### src/hw/rtl/shsp_pkg.sv
// shsp_pkg: shared types, constants and the half-step coil table for the
// stepper half-step positioner. no dependencies.
`default_nettype none

package shsp_pkg;

    // geometry
    localparam int unsigned FULL_TRAVEL_STEPS = 2048;
    localparam int unsigned POS_W             = 12;
    localparam int unsigned PHASE_W           = 3;
    localparam int unsigned COIL_W            = 4;
    localparam int unsigned PCT_W             = 8;
    localparam int unsigned SAT_PCT_W         = 7;
    localparam int unsigned PCT_MAX           = 100;

    // floor(pct * FULL_TRAVEL_STEPS / 100) as one constant multiply and a shift;
    // reciprocal error times the largest product stays below 2^RECIP_SHIFT
    localparam int unsigned     RECIP_SHIFT = 27;
    localparam longint unsigned RECIP_MULT  =
        ((64'd1 << RECIP_SHIFT) + PCT_MAX - 1) / PCT_MAX;
    localparam longint unsigned TGT_MULT    = FULL_TRAVEL_STEPS * RECIP_MULT;
    localparam int unsigned     PROD_W      = 40;

    // item kinds
    typedef enum logic {
        MODE_SET  = 1'b0,
        MODE_TICK = 1'b1
    } mode_t;

    typedef struct packed {
        logic [POS_W-1:0]   position;
        logic [POS_W-1:0]   target;
        logic [PHASE_W-1:0] phase;
        logic [COIL_W-1:0]  coils;
    } motor_state_t;

    typedef struct packed {
        logic [COIL_W-1:0] coils;
        logic [POS_W-1:0]  position;
        logic              stepped;
    } step_result_t;

    // half-step pattern, bit0 is coil one
    function automatic logic [COIL_W-1:0] coil_pattern(input logic [PHASE_W-1:0] phase);
        logic [COIL_W-1:0] pat;
        case (phase)
            3'd0:    pat = 4'h1;
            3'd1:    pat = 4'h3;
            3'd2:    pat = 4'h2;
            3'd3:    pat = 4'h6;
            3'd4:    pat = 4'h4;
            3'd5:    pat = 4'hC;
            3'd6:    pat = 4'h8;
            3'd7:    pat = 4'h9;
            default: pat = 4'h0;
        endcase
        return pat;
    endfunction

endpackage

`default_nettype wire

### src/hw/rtl/shsp_step_logic.sv
// shsp_step_logic: next motor state and result for one item, purely
// combinational. depends on shsp_pkg.
`default_nettype none

module shsp_step_logic
    import shsp_pkg::*;
(
    input  wire logic               mode,
    input  wire logic [PCT_W-1:0]   percent,
    input  wire motor_state_t       state_cur,
    output motor_state_t            state_next,
    output step_result_t            result
);

    logic [SAT_PCT_W-1:0] sat_pct;
    logic [PROD_W-1:0]    prod;
    logic                 do_step;
    logic                 step_up;
    logic [PHASE_W-1:0]   phase_new;

    // saturate and scale the percentage
    assign sat_pct = (percent > PCT_W'(PCT_MAX)) ? SAT_PCT_W'(PCT_MAX)
                                                 : percent[SAT_PCT_W-1:0];
    assign prod    = PROD_W'(sat_pct) * PROD_W'(TGT_MULT);

    assign do_step   = (mode_t'(mode) == MODE_TICK) &&
                       (state_cur.position != state_cur.target);
    assign step_up   = state_cur.position < state_cur.target;
    assign phase_new = step_up ? state_cur.phase + PHASE_W'(1)
                               : state_cur.phase - PHASE_W'(1);

    always_comb begin
        state_next = state_cur;
        if (mode_t'(mode) == MODE_SET) begin
            state_next.target = prod[RECIP_SHIFT +: POS_W];
        end else if (do_step) begin
            if (step_up) begin
                state_next.position = state_cur.position + POS_W'(1);
            end else if (state_cur.position != '0) begin
                state_next.position = state_cur.position - POS_W'(1);
            end
            state_next.phase = phase_new;
            state_next.coils = coil_pattern(phase_new);
        end
    end

    always_comb begin
        result.coils    = state_next.coils;
        result.position = state_next.position;
        result.stepped  = do_step;
    end

endmodule

`default_nettype wire

### src/hw/rtl/stepper_half_step_positioner_core.sv
// stepper_half_step_positioner_core: top level of the half-step positioner,
// input register, state registers and result register. depends on shsp_pkg
// and shsp_step_logic.
//
//  channel | ports          | tdata (low bit up)                           | tuser
//  --------+----------------+----------------------------------------------+-----------
//  input   | s_tvalid/ready | percent[7:0]                                 | mode
//  result  | m_tvalid/ready | coils[3:0], position[15:4], stepped[16], pad | (none)
//
// one item per cycle sustained while m_tready keeps the result register moving;
// an item passes from the input register to the result register before its
// result is offered. the motor state is updated when an item leaves the input
// register, so a tick always sees the state left by the item before it
// aresetn (synchronous, active low) clears state, phase and coils to zero
// a stalled result register holds both stages; s_tready falls only when both
// stages are full and m_tready is low
`default_nettype none

module stepper_half_step_positioner_core
    import shsp_pkg::*;
(
    input  wire logic        aclk,
    input  wire logic        aresetn,
    // input channel
    input  wire logic        s_tvalid,
    output logic             s_tready,
    input  wire logic [7:0]  s_tdata,   // percent[7:0]
    input  wire logic        s_tuser,   // mode: 0 set target, 1 step tick
    // result channel
    output logic             m_tvalid,
    input  wire logic        m_tready,
    output logic [23:0]      m_tdata    // coils[3:0], position[15:4], stepped[16]
);

    // input register
    logic               in_valid_reg;
    logic               mode_reg;
    logic [PCT_W-1:0]   percent_reg;

    // motor state
    motor_state_t       state_reg;
    motor_state_t       state_next;

    // result register
    logic               out_valid_reg;
    step_result_t       result_reg;
    step_result_t       result_next;

    logic               out_adv;
    logic               in_adv;
    logic               s_xfer;

    // a stage moves on when it is empty or its consumer takes from it
    assign out_adv  = !out_valid_reg || m_tready;
    assign in_adv   = in_valid_reg && out_adv;
    assign s_tready = !in_valid_reg || out_adv;
    assign s_xfer   = s_tvalid && s_tready;

    shsp_step_logic u_step (
        .mode       (mode_reg),
        .percent    (percent_reg),
        .state_cur  (state_reg),
        .state_next (state_next),
        .result     (result_next)
    );

    // input stage
    always_ff @(posedge aclk) begin
        if (!aresetn) begin
            in_valid_reg <= 1'b0;
        end else if (s_tready) begin
            in_valid_reg <= s_tvalid;
        end
    end

    always_ff @(posedge aclk) begin
        if (s_xfer) begin
            mode_reg    <= s_tuser;
            percent_reg <= s_tdata;
        end
    end

    // motor state, updated as an item is consumed
    always_ff @(posedge aclk) begin
        if (!aresetn) begin
            state_reg <= '0;
        end else if (in_adv) begin
            state_reg <= state_next;
        end
    end

    // result stage
    always_ff @(posedge aclk) begin
        if (!aresetn) begin
            out_valid_reg <= 1'b0;
        end else if (out_adv) begin
            out_valid_reg <= in_valid_reg;
        end
    end

    always_ff @(posedge aclk) begin
        if (in_adv) begin
            result_reg <= result_next;
        end
    end

    assign m_tvalid = out_valid_reg;
    assign m_tdata  = {7'b0, result_reg.stepped, result_reg.position, result_reg.coils};

`ifndef SYNTHESIS
    // the target is never beyond full travel
    assert property (@(posedge aclk) disable iff (!aresetn)
        state_reg.target <= POS_W'(FULL_TRAVEL_STEPS))
        else $error("target beyond full travel");

    // position only ever walks towards a legal target
    assert property (@(posedge aclk) disable iff (!aresetn)
        state_reg.position <= POS_W'(FULL_TRAVEL_STEPS))
        else $error("position beyond full travel");

    // a consumed tick away from target changes the position
    assert property (@(posedge aclk) disable iff (!aresetn)
        in_adv && mode_reg && (state_reg.position != state_reg.target)
        |=> state_reg.position != $past(state_reg.position))
        else $error("tick off target did not move");

    // a consumed set item leaves position and coils untouched
    assert property (@(posedge aclk) disable iff (!aresetn)
        in_adv && !mode_reg
        |=> $stable(state_reg.position) && $stable(state_reg.coils))
        else $error("set item disturbed the motor");

    // a stepped result always drives a half-step pattern
    assert property (@(posedge aclk) disable iff (!aresetn)
        m_tvalid && result_reg.stepped |-> result_reg.coils != '0)
        else $error("step reported with all coils off");
`endif

endmodule

`default_nettype wire

### config.mk
export PLATFORM = sky130hd
export DESIGN_NAME = stepper_half_step_positioner_core
export DESIGN_NICKNAME = d
export VERILOG_FILES = /design/src/hw/rtl/shsp_pkg.sv /design/src/hw/rtl/shsp_step_logic.sv /design/src/hw/rtl/stepper_half_step_positioner_core.sv
export SDC_FILE = /design/constraint.sdc
export NUM_CORES = 1
export LEC_CHECK = 0
export BUFFER_PORTS_ARGS = -buffer_cell sky130_fd_sc_hd__buf_2
export CAP_MARGIN = 20
export CORE_ASPECT_RATIO = 0.8
export CORE_MARGIN = 1.5
export CORE_UTILIZATION = 59
export CTS_BUF_LIST = sky130_fd_sc_hd__clkbuf_4
export DETAILED_ROUTE_END_ITERATION = 10
export GPL_TIMING_DRIVEN = 0
export MAX_ROUTING_LAYER = met4
export PLACE_DENSITY_LB_ADDON = 0.3
export SYNTH_ARGS = -nofsm -noshare
export SYNTH_HDL_FRONTEND = slang
export SYNTH_SLANG_ARGS = --single-unit
### constraint.sdc
create_clock -name aclk -period 6.6 [get_ports aclk]
set_clock_uncertainty 0.05 [all_clocks]
set_input_delay 0 -clock aclk [delete_from_list [all_inputs] [get_ports aclk]]
set_output_delay 0 -clock aclk [all_outputs]
set_load 0.02 [all_outputs]
==> results of run 1 <==
## power by group through the flow
stage	sequential (mW)	clock [mW]	combinational, mW
after floorplan	0.479	0	0.902
after global placement	0.463	0	1.17
after detailed placement	0.464	0	1.20
after CTS	0.456	0.260	1.22
after global routing	0.461	0.277	1.38
final	0.456	0.257	1.25
## worst reg2reg max path, delay by kind of cell, from the launching register on
kind / cells / cell delay (ns)
buffers and inverters: 4 / 0.26
flip-flops: 1 / 0.41
adder cells (fa/ha/maj): 5 / 2.52
AO/OA/AOI/OAI: 3 / 0.89
multiplexers: 1 / 0.14
AND/OR/NAND/NOR: 6 / 1.56
## worst max path at each step
stage / end / start / slack, ns
2_1_floorplan: state_reg[12] / percent_reg[2] / 1.21
5_1_grt: state_reg[12] / percent_reg[2] / 0.44
3_3_place_gp: state_reg[12] / percent_reg[2] / 0.85
3_5_place_dp: state_reg[12] / percent_reg[2] / 0.74
6_report: state_reg[12] / percent_reg[2] / 0.65
4_1_cts: state_reg[12] / percent_reg[2] / 0.71
## metrics by stage
| step | std cells | setup slack (ns) | hold WS, ns |
|---|---|---|---|
| final | 765 | 0.650 | 0.235 |
| after global routing | 765 | 0.439 | 0.233 |
| after CTS | 765 | 0.714 | 0.208 |
| after detailed placement | 735 | 0.740 | 0.128 |
| after global placement | 734 | 0.850 | 0.126 |
| after floorplan | 591 | 1.21 | 0.0489 |
## cells in the final DEF, fill, tap and decap left out, types with 8 or more instances in the layout
cell,instances
sky130_fd_sc_hd__fa_1,26
sky130_fd_sc_hd__dfxtp_1,33
sky130_fd_sc_hd__clkbuf_1,16
sky130_fd_sc_hd__buf_2,34
sky130_fd_sc_hd__nor3_1,8
sky130_fd_sc_hd__nand3_1,16
sky130_fd_sc_hd__clkbuf_4,9
sky130_fd_sc_hd__nand2_1,54
sky130_fd_sc_hd__and2_1,13
sky130_fd_sc_hd__inv_1,67
sky130_fd_sc_hd__ha_1,79
sky130_fd_sc_hd__a31oi_1,8
sky130_fd_sc_hd__o21ai_0,39
sky130_fd_sc_hd__xor2_1,9
sky130_fd_sc_hd__xnor2_1,17
sky130_fd_sc_hd__nor2_1,26
sky130_fd_sc_hd__dlygate4sd3_1,14
sky130_fd_sc_hd__a21oi_1,34
sky130_fd_sc_hd__a21o_1,14
sky130_fd_sc_hd__buf_4,8
sky130_fd_sc_hd__edfxtp_1,26
## metal layers
metal  up-vias  GRT usage [%]  wire length [um]  share of wire [%]
met5         -              -                 0                  0
met4         0           8.37               157                1.3
met3        17           7.14              1170                9.5
met2       193           41.1              5090                 42
met1      2077           40.3              5800                 48
li1       2134              -                 -                  -
## kinds of logic (layout without fill, tap and decap cells)
family,Yosys count,count (layout)
AND/OR/NAND/NOR,161,161
buffers and inverters,97,159
other,1,7
XOR/XNOR,27,27
AO/OA/AOI/OAI,126,126
adder cells (fa/ha/maj),105,105
flip-flops,59,59
multiplexers,9,9
## area by class of cell
type | instances | area, um2 | area share, %
inverters | 68 | 255 | 4.33
flip-flops and latches | 59 | 1440 | 24.5
clock buffers | 9 | 67.6 | 1.15
plain buffers | 29 | 150 | 2.55
multi-input cells | 435 | 3460 | 58.7
clock inverters | 7 | 68.8 | 1.17
well taps | 112 | 140 | 2.38
repair buffers | 46 | 310 | 5.27
==> results.ini, run 1 <==
[route]
route.detailed.wl_per_inst_um = 16.0
drt_first_pass_iters = 5
route.antenna.remaining_nets = 0
routed-via-count = 4421
initial_drc_count = 292
drc_violations_left = 0
totalWireLength_mm = 12.2
vias_per_cell = 5.78

[layout]
post_route_cells_drive_above_1_share_pct = 10.6
n_fill_cell = 706
layout.nets = 766
antenna_cells = 0
post-route-util_pct = 68.5
number_of_flip_flops_in_the_largest_register = 31
synthToLayoutAreaGrowth_pct = 11.6
final_design_area_no_fill_um2 = 5890

[logic_synthesis]
synthDistinctLibCells = 59
synth_top_family_by_area = adder cells
yosys.area_share.xor_xnor_pct = 4.62
synth_area_um2 = 5280
synth-warning-count = 0
synth_simple_gate_area_share_pct = 15.2
synth.cells.most_frequent = sky130_fd_sc_hd__ha_1 (79), sky130_fd_sc_hd__inv_1 (67), sky130_fd_sc_hd__nand2_1 (54)
synth.mux.area_fraction_pct = 1.75
synth-compound-area-share_pct = 14.8
synth_enable_flop_cells = 26
synth.yosys.seq_area_share_pct = 27.3
post_synth_fa_ha_maj_area_fraction_pct = 28.6
postSynthAreaPerCell_um2 = 9.02
synth_top_area_cell = sky130_fd_sc_hd__ha_1
async_reset_ff_share_pct = 0
ys_dominant_reg_cell = sky130_fd_sc_hd__dfxtp_1
most_area_consuming_cells_after_synthesis = sky130_fd_sc_hd__ha_1 (19%), sky130_fd_sc_hd__edfxtp_1 (15%), sky130_fd_sc_hd__dfxtp_1 (13%)
post_synth_inst_count = 585
ys_seq_elements = 59
synth_most_common_cell = sky130_fd_sc_hd__ha_1
synth_top_area_share_pct = 18.7

[timing]
timing.final.hold_violations = 0
clock.fmax_mhz = 168
setup_repair_after_global_routing_missed_its_margin = no
setup_tns_final_ns = 0
finalMaxSlewViolations = 0
timing.slew.headroom_pct = 47.3
final_critical_path_share_of_the_clock_period_pct = 90.2
finalSetupViolations = 0
layout_min_cycle_time_ns = 5.95
slew_at_the_pin_with_the_worst_max_slew_slack_ns = 0.784

[pwr]
power.density_cell_area_nw_per_um2 = 333
cellLeakagePower_nw = 2.73
power.switching_fraction_pct = 47.6
fin_total_pwr_mw = 1.96
power.net_switching_mw = 0.934
seq_power_share_pct = 23.2
internal_power_mw = 1.03
ir_worst_vdd_mv = 0.276
clkPwrFrac_pct = 13.1
power.combinational.fraction_pct = 63.6

[floorplanning]
floorplan.core_area_um2 = 8600
die_h_um = 87.6
initial_core_util_pct = 61.4
width_of_the_die_um = 109
ios = 39
core.rowCount = 30
die_footprint_um2 = 9530

[worst_setup_path]
worst-path-stages = 19
critical_path.endpoint_type = flip-flop
cp-start-kind = flip-flop
crit_path_max_incr_delay_ns = 0.61
r2r_slack_ns = 0.65
crit_fanout = 6
rr_startpoint = percent_reg[2]
critical_path_required_ns = 6.86
ff2ff_path_depth = 19
cp_cell_sequence = or3_1 > a21oi_1 > nand2b_1 > fa_1 > inv_1 > fa_1 > inv_1 > fa_1 > inv_1 > fa_1 > inv_1 > ha_1 > nand3_1 > nor2_1 > a311o_1 > or2_2 > or3_1 > mux2i_1 > a221o_1
worst-endpoint-arrival_ns = 6.21
crit_path_top_delay_cell = sky130_fd_sc_hd__fa_1
critical_path.top_delay_family = adder cells
timing.critical_path.buf_inv = 4
worstSetupPathType = reg -> reg
r2r_end = state_reg[12]

[place]
gp_routability_congestion = 0.965
post-dp-hpwl_mm = 9.57
placement.io_buffers = 31
placed_area_um2 = 5610

[clock_network]
cts_num_sinks = 59
ctsRootBufferMaster = sky130_fd_sc_hd__clkbuf_4
clock_tree.buffer_depth = 2
cts_hold_buf = 14
cts.repair.resized = 0
post_cts_buffers = 0
cts_htree_levels = 3
clkTransAtPathRegs_ns = 0.10
clkLatencyLatePin_ns = 0.43
cts_tree = built
cts_made_buffers = 9

[status]
run_status = finished clean

[min_path]
worst_hold_startpoint = s_tdata[3]
cells_on_worst_hold_path = 2
min_to = percent_reg[3]
type_of_the_most_critical_hold_path = in -> reg

[grt]
grt_pass1_vias = 4190
maximum_number_of_pins_on_one_net_before_global_route_repair = 21
grt_antenna_before_repair = 0
gr-usage-all-layers_pct = 28.7
wire_length_of_the_first_global_routing_pass_mm = 20.0
gr-total-overflow = 0

[run]
maxCapViolCount = 0

Power figures use the tool's default switching activity.
==> inputs of run 2 (changes only) <==
- ABC_AREA: unset -> 1
==> run 2 against run 1 <==
Against the previous run: largest power group unchanged; combinational power shrank 5%; highest routed layer unchanged; via count is 15% higher; first-iteration DRC count increased by 28%.
==> results.ini, run 2 <==
[clock_network]
ctsRootBufferMaster = sky130_fd_sc_hd__clkbuf_4
clock_tree.buffer_depth = 2  ; unchanged
clkLatencyLatePin_ns = 0.44  ; about the same
cts_tree = built
clkTransAtPathRegs_ns = 0.12  ; +0.02 ns
cts_htree_levels = 3  ; unchanged
cts_num_sinks = 59  ; unchanged
cts_made_buffers = 9  ; unchanged
cts.repair.resized = 0  ; unchanged

[route]
drt_first_pass_iters = 7  ; +2
initial_drc_count = 373  ; +28%
drc_violations_left = 0  ; unchanged
totalWireLength_mm = 13.9  ; +14%
routed-via-count = 5071  ; +15%
route.antenna.remaining_nets = 0  ; unchanged
vias_per_cell = 5.56  ; -3.8%
route.detailed.wl_per_inst_um = 15.3  ; -4.4%

[worst_setup_path]
worstSetupPathType = reg -> reg
crit_path_max_incr_delay_ns = 0.56  ; -0.05 ns
cp-start-kind = flip-flop
critical-path-top-cell-by-count = sky130_fd_sc_hd__inv_1
crit_path_top_delay_cell = sky130_fd_sc_hd__fa_1
worst-endpoint-arrival_ns = 5.65  ; -0.56 ns
timing.critical_path.buf_inv = 8  ; +4
critical_path.top_delay_family = adder cells
critical_path_required_ns = 6.89  ; +0.03 ns
crit_fanout = 6  ; unchanged
critical_path.endpoint_type = flip-flop
r2r_slack_ns = 1.24  ; +0.60 ns

[grt]
wire_length_of_the_first_global_routing_pass_mm = 23.7  ; +18%
gr-usage-all-layers_pct = 30.1  ; +1.3 points
maximum_number_of_pins_on_one_net_before_global_route_repair = 27  ; +29%
grt_antenna_before_repair = 0  ; unchanged
gr-total-overflow = 0  ; unchanged
grt_pass1_vias = 5015  ; +20%

[logic_synthesis]
async_reset_ff_share_pct = 0  ; unchanged
post_synth_inst_count = 730  ; +25%
synth_enable_flop_cells = 26  ; unchanged
synthDistinctLibCells = 43  ; -27%
synth-warning-count = 0  ; unchanged
synth_most_common_cell = sky130_fd_sc_hd__nand2_1
ys_dominant_reg_cell = sky130_fd_sc_hd__dfxtp_1
synth.cells.most_frequent = sky130_fd_sc_hd__nand2_1 (133), sky130_fd_sc_hd__inv_1 (129), sky130_fd_sc_hd__ha_1 (79)
ys_seq_elements = 59  ; unchanged
synth_top_area_cell = sky130_fd_sc_hd__ha_1
synth_area_um2 = 5670  ; +7.5%
most_area_consuming_cells_after_synthesis = sky130_fd_sc_hd__ha_1 (17%), sky130_fd_sc_hd__edfxtp_1 (14%), sky130_fd_sc_hd__dfxtp_1 (12%)
synth_top_area_share_pct = 17.4  ; -1.3 points
postSynthAreaPerCell_um2 = 7.77  ; -14%
synth.yosys.seq_area_share_pct = 25.4  ; -1.9 points

[timing]
timing.slew.headroom_pct = 42.9  ; -4.4 points
slew_at_the_pin_with_the_worst_max_slew_slack_ns = 0.854  ; +0.0702 ns
layout_min_cycle_time_ns = 5.36  ; -0.595 ns
timing.final.hold_violations = 0  ; unchanged
clock.fmax_mhz = 187  ; +11%
setup_repair_after_global_routing_missed_its_margin = no
finalMaxSlewViolations = 0  ; unchanged
final_critical_path_share_of_the_clock_period_pct = 81.1  ; -9.0 points
setup_tns_final_ns = 0  ; unchanged
finalSetupViolations = 0  ; unchanged

[pwr]
cellLeakagePower_nw = 3.16  ; +16%
power.density_cell_area_nw_per_um2 = 298  ; -11%
ir_worst_vdd_mv = 0.166  ; -40%

[floorplanning]
initial_core_util_pct = 61.7  ; +0.33 points
die_footprint_um2 = 10200  ; +7.3%
die_h_um = 90.7  ; +3.6%
floorplan.core_area_um2 = 9190  ; +6.9%
core.rowCount = 31  ; +3.3%
ios = 39  ; unchanged
width_of_the_die_um = 113  ; +3.6%

[layout]
final_design_area_no_fill_um2 = 6260  ; +6.2%
number_of_flip_flops_in_the_largest_register = 31  ; unchanged
post_route_cells_drive_above_1_share_pct = 11.3  ; +0.73 points
layout.nets = 910  ; +19%
multi_input_comb_area_um2 = 3600  ; +4.2%
antenna_cells = 0  ; unchanged
n_fill_cell = 804  ; +14%
register_area_um2 = 1440  ; unchanged
commonest_cells_after_routing_fill_and_taps_aside = sky130_fd_sc_hd__nand2_1 (133), sky130_fd_sc_hd__inv_1 (129), sky130_fd_sc_hd__ha_1 (79), sky130_fd_sc_hd__nor2_1 (56), sky130_fd_sc_hd__a21oi_1 (55)
final_common_cell = sky130_fd_sc_hd__nand2_1
synthToLayoutAreaGrowth_pct = 10.3

[run]
maxCapViolCount = 0  ; unchanged

[place]
placement.io_buffers = 31  ; unchanged
post-dp-hpwl_mm = 11.0  ; +15%
placed_area_um2 = 6000  ; +6.8%
gp_routability_congestion = 1.04  ; +7.9%

[min_path]
type_of_the_most_critical_hold_path = in -> reg

[status]
run_status = finished clean

## run 2: cell types whose count changed after synthesis, sizes merged, moves of 9 or more
cell	delta
a21o	-11
a21oi	+21
and2	-12
clkbuf	-9
inv	+66
nand2	+87
nand3	+20
nor2	+29
o21ai	+10
xnor2	-15
## run 2: area by class of cell
type,instances,area share (%)
Multi-Input combinational cell,521,57.5
Sequential cell,59,23.0
Inverter,133,8.06
Timing Repair Buffer,45,4.72
Buffer,23,2.42
Tap cell,115,2.30
Clock buffer,9,1.08
Clock inverter,7,0.840
## run 2: cell families (layout without fill, tap and decap cells)
logic type      count (synthesis)  count (layout)  synth area share, %
compound gates                125             125                 12.6
xor+xnor                       18              18                 2.78
fa+ha+maj                     105             105                 26.6
buf+inv                       156             217                 11.6
flops                          59              59                 25.4
other cells                     1               7               0.0661
simple gates                  266             266                 21.0
## run 2: worst paths after layout
| kind | startpoint | end | depth (start not counted) |
|---|---|---|---|
| max | percent_reg[0] | state_reg[14] | 25 |
| max reg2reg | percent_reg[0] | state_reg[14] | 25 |
| min | s_tdata[5] | percent_reg[5] | 2 |
| min reg2reg | state_reg[2] | state_reg[2] | 2 |
## run 2: worst reg2reg max path, cell delays in order, from the launching register on
cell	delay, ns
sky130_fd_sc_hd__edfxtp_1	0.39
sky130_fd_sc_hd__inv_1	0.12
sky130_fd_sc_hd__nand2_1	0.06
sky130_fd_sc_hd__nor2_1	0.10
sky130_fd_sc_hd__nand2_1	0.05
sky130_fd_sc_hd__nand2_1	0.10
sky130_fd_sc_hd__inv_1	0.10
sky130_fd_sc_hd__nor2_1	0.19
sky130_fd_sc_hd__inv_1	0.18
sky130_fd_sc_hd__fa_1	0.56
sky130_fd_sc_hd__inv_1	0.09
sky130_fd_sc_hd__fa_1	0.49
sky130_fd_sc_hd__inv_1	0.06
sky130_fd_sc_hd__fa_1	0.54
sky130_fd_sc_hd__inv_1	0.06
sky130_fd_sc_hd__fa_1	0.52
sky130_fd_sc_hd__inv_1	0.05
sky130_fd_sc_hd__ha_1	0.33
sky130_fd_sc_hd__a21o_1	0.21
sky130_fd_sc_hd__a31oi_1	0.27
sky130_fd_sc_hd__o21ai_0	0.13
sky130_fd_sc_hd__nor3_1	0.21
sky130_fd_sc_hd__a21o_1	0.15
sky130_fd_sc_hd__nand3_1	0.11
sky130_fd_sc_hd__nand2_1	0.10
sky130_fd_sc_hd__inv_1	0.04
## run 2: repair_timing
| action | 4_1_cts | 5_1_grt |
|---|---|---|
| endpoints found under the hold margin | 14 | 0 |
| hold buffers | 14 | 0 |
| setup buffers | 0 | 0 |
## run 2: report_power, final
part           switching (mW)  total (mW)  internal (mW)
Sequential             0.0193       0.440          0.421
Clock                   0.154       0.233         0.0785
Combinational           0.772        1.19          0.416
Total                   0.946        1.86          0.916
## run 2: per-layer routing
layer  vias to the layer above  GRT usage, %  share of wire (%)
met5                         -             -                  0
li1                       2494             -                  -
met2                       204          45.6                 43
met3                        15          6.38                8.0
met1                      2358          42.0                 48
met4                         0          5.38               0.84
## run 2: metrics by stage
| stage | hold slack (ns) | power [mW] | instances | utilization [%] | setup slack [ns] |
|---|---|---|---|---|---|
| after detailed placement | 0.128 | 1.60 | 882 | 65.2 | 1.32 |
| after global routing | 0.178 | 2.03 | 912 | 68.1 | 0.784 |
| final | 0.217 | 1.86 | 912 | 68.1 | 1.24 |
| after floorplan | 0.0489 | 1.31 | 736 | - | 1.93 |
| after global placement | 0.126 | 1.56 | 882 | 65.2 | 1.39 |
| after CTS | 0.192 | 1.84 | 912 | 68.1 | 1.30 |
==> inputs of run 3 (changes only) <==
- clock period: 6.6 -> 5.6 ns (I/O delays scaled with it)
==> run 3 against run 2 <==
Against the previous run: core utilization increased by 0.19 points; cell count unchanged; clock power increased by 18%; first-iteration DRC count increased by 13%; combinational power increased by 18%; maximum frequency increased by 2.3%; die area unchanged; via count decreased by 0.71%.
==> results.ini, run 3 (synthesized netlist as in run 2, its figures left out) <==
[route]
met2RoutedLength_mm = 6.04  ; +0.83%
initial_drc_count = 423  ; +13%
routed-via-count = 5035  ; -0.71%
route.detailed.wl_per_inst_um = 15.4  ; +0.62%
met3WireLength_mm = 1.13  ; +1.6%
vias_per_cell = 5.52  ; -0.71%
met1_length_mm = 6.71  ; +0.12%
drc_violations_left = 0  ; unchanged
route.antenna.remaining_nets = 0  ; unchanged
totalWireLength_mm = 14.0  ; +0.62%
drt_first_pass_iters = 5  ; -2
highest_layer = met4

[pwr]
power.density_cell_area_nw_per_um2 = 352  ; +18%
clkPwrFrac_pct = 12.5  ; about the same
power.switching_fraction_pct = 50.9  ; +0.092 points
internal_power_mw = 1.08  ; +18%
ir_worst_vdd_mv = 0.196  ; +18%
power.net_switching_mw = 1.12  ; +19%
seq_power_share_pct = 23.5  ; -0.2 points
cellLeakagePower_nw = 3.16  ; about the same
power.combinational.fraction_pct = 64.0  ; +0.2 points

[timing]
setup_repair_after_global_routing_missed_its_margin = no
finalWorstSetupSlack_ns = 0.366  ; -0.878 ns
final_critical_path_share_of_the_clock_period_pct = 93.5  ; +12 points
setup_tns_final_ns = 0  ; unchanged
finalMaxSlewViolations = 0  ; unchanged
layout_min_cycle_time_ns = 5.23  ; -0.122 ns
finalSetupViolations = 0  ; unchanged
slew_at_the_pin_with_the_worst_max_slew_slack_ns = 0.864  ; +0.0106 ns
timing.final.hold_violations = 0  ; unchanged
timing.slew.headroom_pct = 42.2  ; -0.71 points
clock.fmax_mhz = 191  ; +2.3%

[worst_setup_path]
rr_startpoint = percent_reg[0]
critical_path.endpoint_type = flip-flop
r2r_end = state_reg[14]
critical_path_required_ns = 5.90  ; -0.99 ns
worst_setup_path_endpoint = state_reg[14]
worst-endpoint-arrival_ns = 5.53  ; -0.12 ns
ff2ff_path_depth = 25  ; unchanged
crit_fanout = 6  ; unchanged
cp-start-kind = flip-flop
worstSetupPathType = reg -> reg
crit_path_top_delay_cell = sky130_fd_sc_hd__fa_1
worst_setup_path_startpoint = percent_reg[0]
critical-path-top-cell-by-count = sky130_fd_sc_hd__inv_1
r2r_slack_ns = 0.37  ; -0.88 ns
crit_path_max_incr_delay_ns = 0.54  ; -0.02 ns

[clock_network]
clkTransAtPathRegs_ns = 0.12  ; about the same
ctsRootBufferMaster = sky130_fd_sc_hd__clkbuf_4
post_cts_buffers = 0  ; unchanged
cts_htree_levels = 3  ; unchanged
cts_made_buffers = 9  ; unchanged
cts_num_sinks = 59  ; unchanged
cts_tree = built
clkLatencyLatePin_ns = 0.44  ; about the same
clock_tree.buffer_depth = 2  ; unchanged

[place]
placement.io_buffers = 31  ; unchanged
placed_area_um2 = 6000  ; unchanged
post-dp-hpwl_mm = 11.0  ; unchanged
pre_cts_ws_ns = 0.323  ; -1.00 ns
gp_routability_congestion = 1.04  ; unchanged

[floorplanning]
width_of_the_die_um = 113  ; unchanged
die_h_um = 90.7  ; unchanged
ios = 39  ; unchanged
die_footprint_um2 = 10200  ; unchanged
initial_core_util_pct = 61.7  ; unchanged
floorplan.core_area_um2 = 9190  ; unchanged
core.rowCount = 31  ; unchanged

[grt]
grt_antenna_before_repair = 0  ; unchanged
maximum_number_of_pins_on_one_net_before_global_route_repair = 27  ; unchanged
gr-usage-all-layers_pct = 30.1  ; unchanged
grt_pass1_vias = 5015  ; unchanged
wire_length_of_the_first_global_routing_pass_mm = 23.7  ; unchanged
gr-total-overflow = 0  ; unchanged

[run]
maxCapViolCount = 0  ; unchanged

[layout]
register_area_um2 = 1440  ; unchanged
synthToLayoutAreaGrowth_pct = 10.6
multi_input_comb_area_um2 = 3620  ; +0.49%
final_design_area_no_fill_um2 = 6270  ; +0.28%
n_fill_cell = 804  ; unchanged
final_common_cell = sky130_fd_sc_hd__nand2_1
antenna_cells = 0  ; unchanged
layout.nets = 910  ; unchanged
post_route_cells_drive_above_1_share_pct = 12.0  ; +0.75 points
commonest_cells_after_routing_fill_and_taps_aside = sky130_fd_sc_hd__nand2_1 (133), sky130_fd_sc_hd__inv_1 (127), sky130_fd_sc_hd__ha_1 (79), sky130_fd_sc_hd__a21oi_1 (55), sky130_fd_sc_hd__nor2_1 (54)
number_of_flip_flops_in_the_largest_register = 31  ; unchanged

[status]
run_status = finished clean

[min_path]
worst_hold_startpoint = s_tdata[5]
type_of_the_most_critical_hold_path = in -> reg
cells_on_worst_hold_path = 2  ; unchanged

## run 3: cell counts in the layout (fill, tap and decap cells not counted)
No cell type changed its count.
## run 3: worst min-delay path by stage
stage                                 to  slack (ns)
after floorplan                 mode_reg        0.05
after detailed placement  percent_reg[2]        0.13
after global routing      percent_reg[6]        0.18
after CTS                 percent_reg[4]        0.19
after global placement    percent_reg[3]        0.13
final                     percent_reg[5]        0.21
## run 3: repair_timing
item,in CTS,in global routing
hold endpoints to repair,14,0
gates resized for setup,0,6
hold buffers,14,0
endpoints found under the setup margin,0,8
## run 3: per-stage QoR
step	total power [mW]	cells	utilization [%]	hold slack (ns)
4_1_cts	2.17	912	68.1	0.192
3_3_place_gp	1.84	882	65.2	0.126
2_1_floorplan	1.55	736	-	0.0489
5_1_grt	2.40	912	68.2	0.178
3_5_place_dp	1.88	882	65.2	0.128
6_report	2.21	912	68.2	0.214
## run 3: cell type report
cell class	instances	area share, %
sequential	59	23.0
buffer	23	2.41
tap	115	2.29
timing repair buffer	45	4.71
clock inverter	7	0.838
multi-input combinational	521	57.7
clock buffer	9	1.08
inverter	133	8.04
## run 3: critical path, delay by kind of cell, from the launching register on
| kind | cells | cell delay, ns |
|---|---|---|
| adder cells (fa/ha/maj) | 5 | 2.43 |
| AND/OR/NAND/NOR | 8 | 0.92 |
| AO/OA/AOI/OAI | 4 | 0.69 |
| buffers and inverters | 8 | 0.64 |
| flip-flops | 1 | 0.39 |
## run 3: power by group through the flow
| stage | combinational, mW | clock (mW) | sequential [mW] |
|---|---|---|---|
| detailed placement | 1.35 | 0 | 0.528 |
| finish | 1.41 | 0.276 | 0.519 |
| floorplan | 1.01 | 0 | 0.541 |
| CTS | 1.37 | 0.279 | 0.518 |
| global placement | 1.31 | 0 | 0.527 |
| global route | 1.58 | 0.300 | 0.523 |
## run 3: routing by layer
metal	vias up	global-route usage (%)
met1	2329	42.0
met2	194	45.6
li1	2495	-
met4	0	5.38
met3	17	6.38
met5	-	-
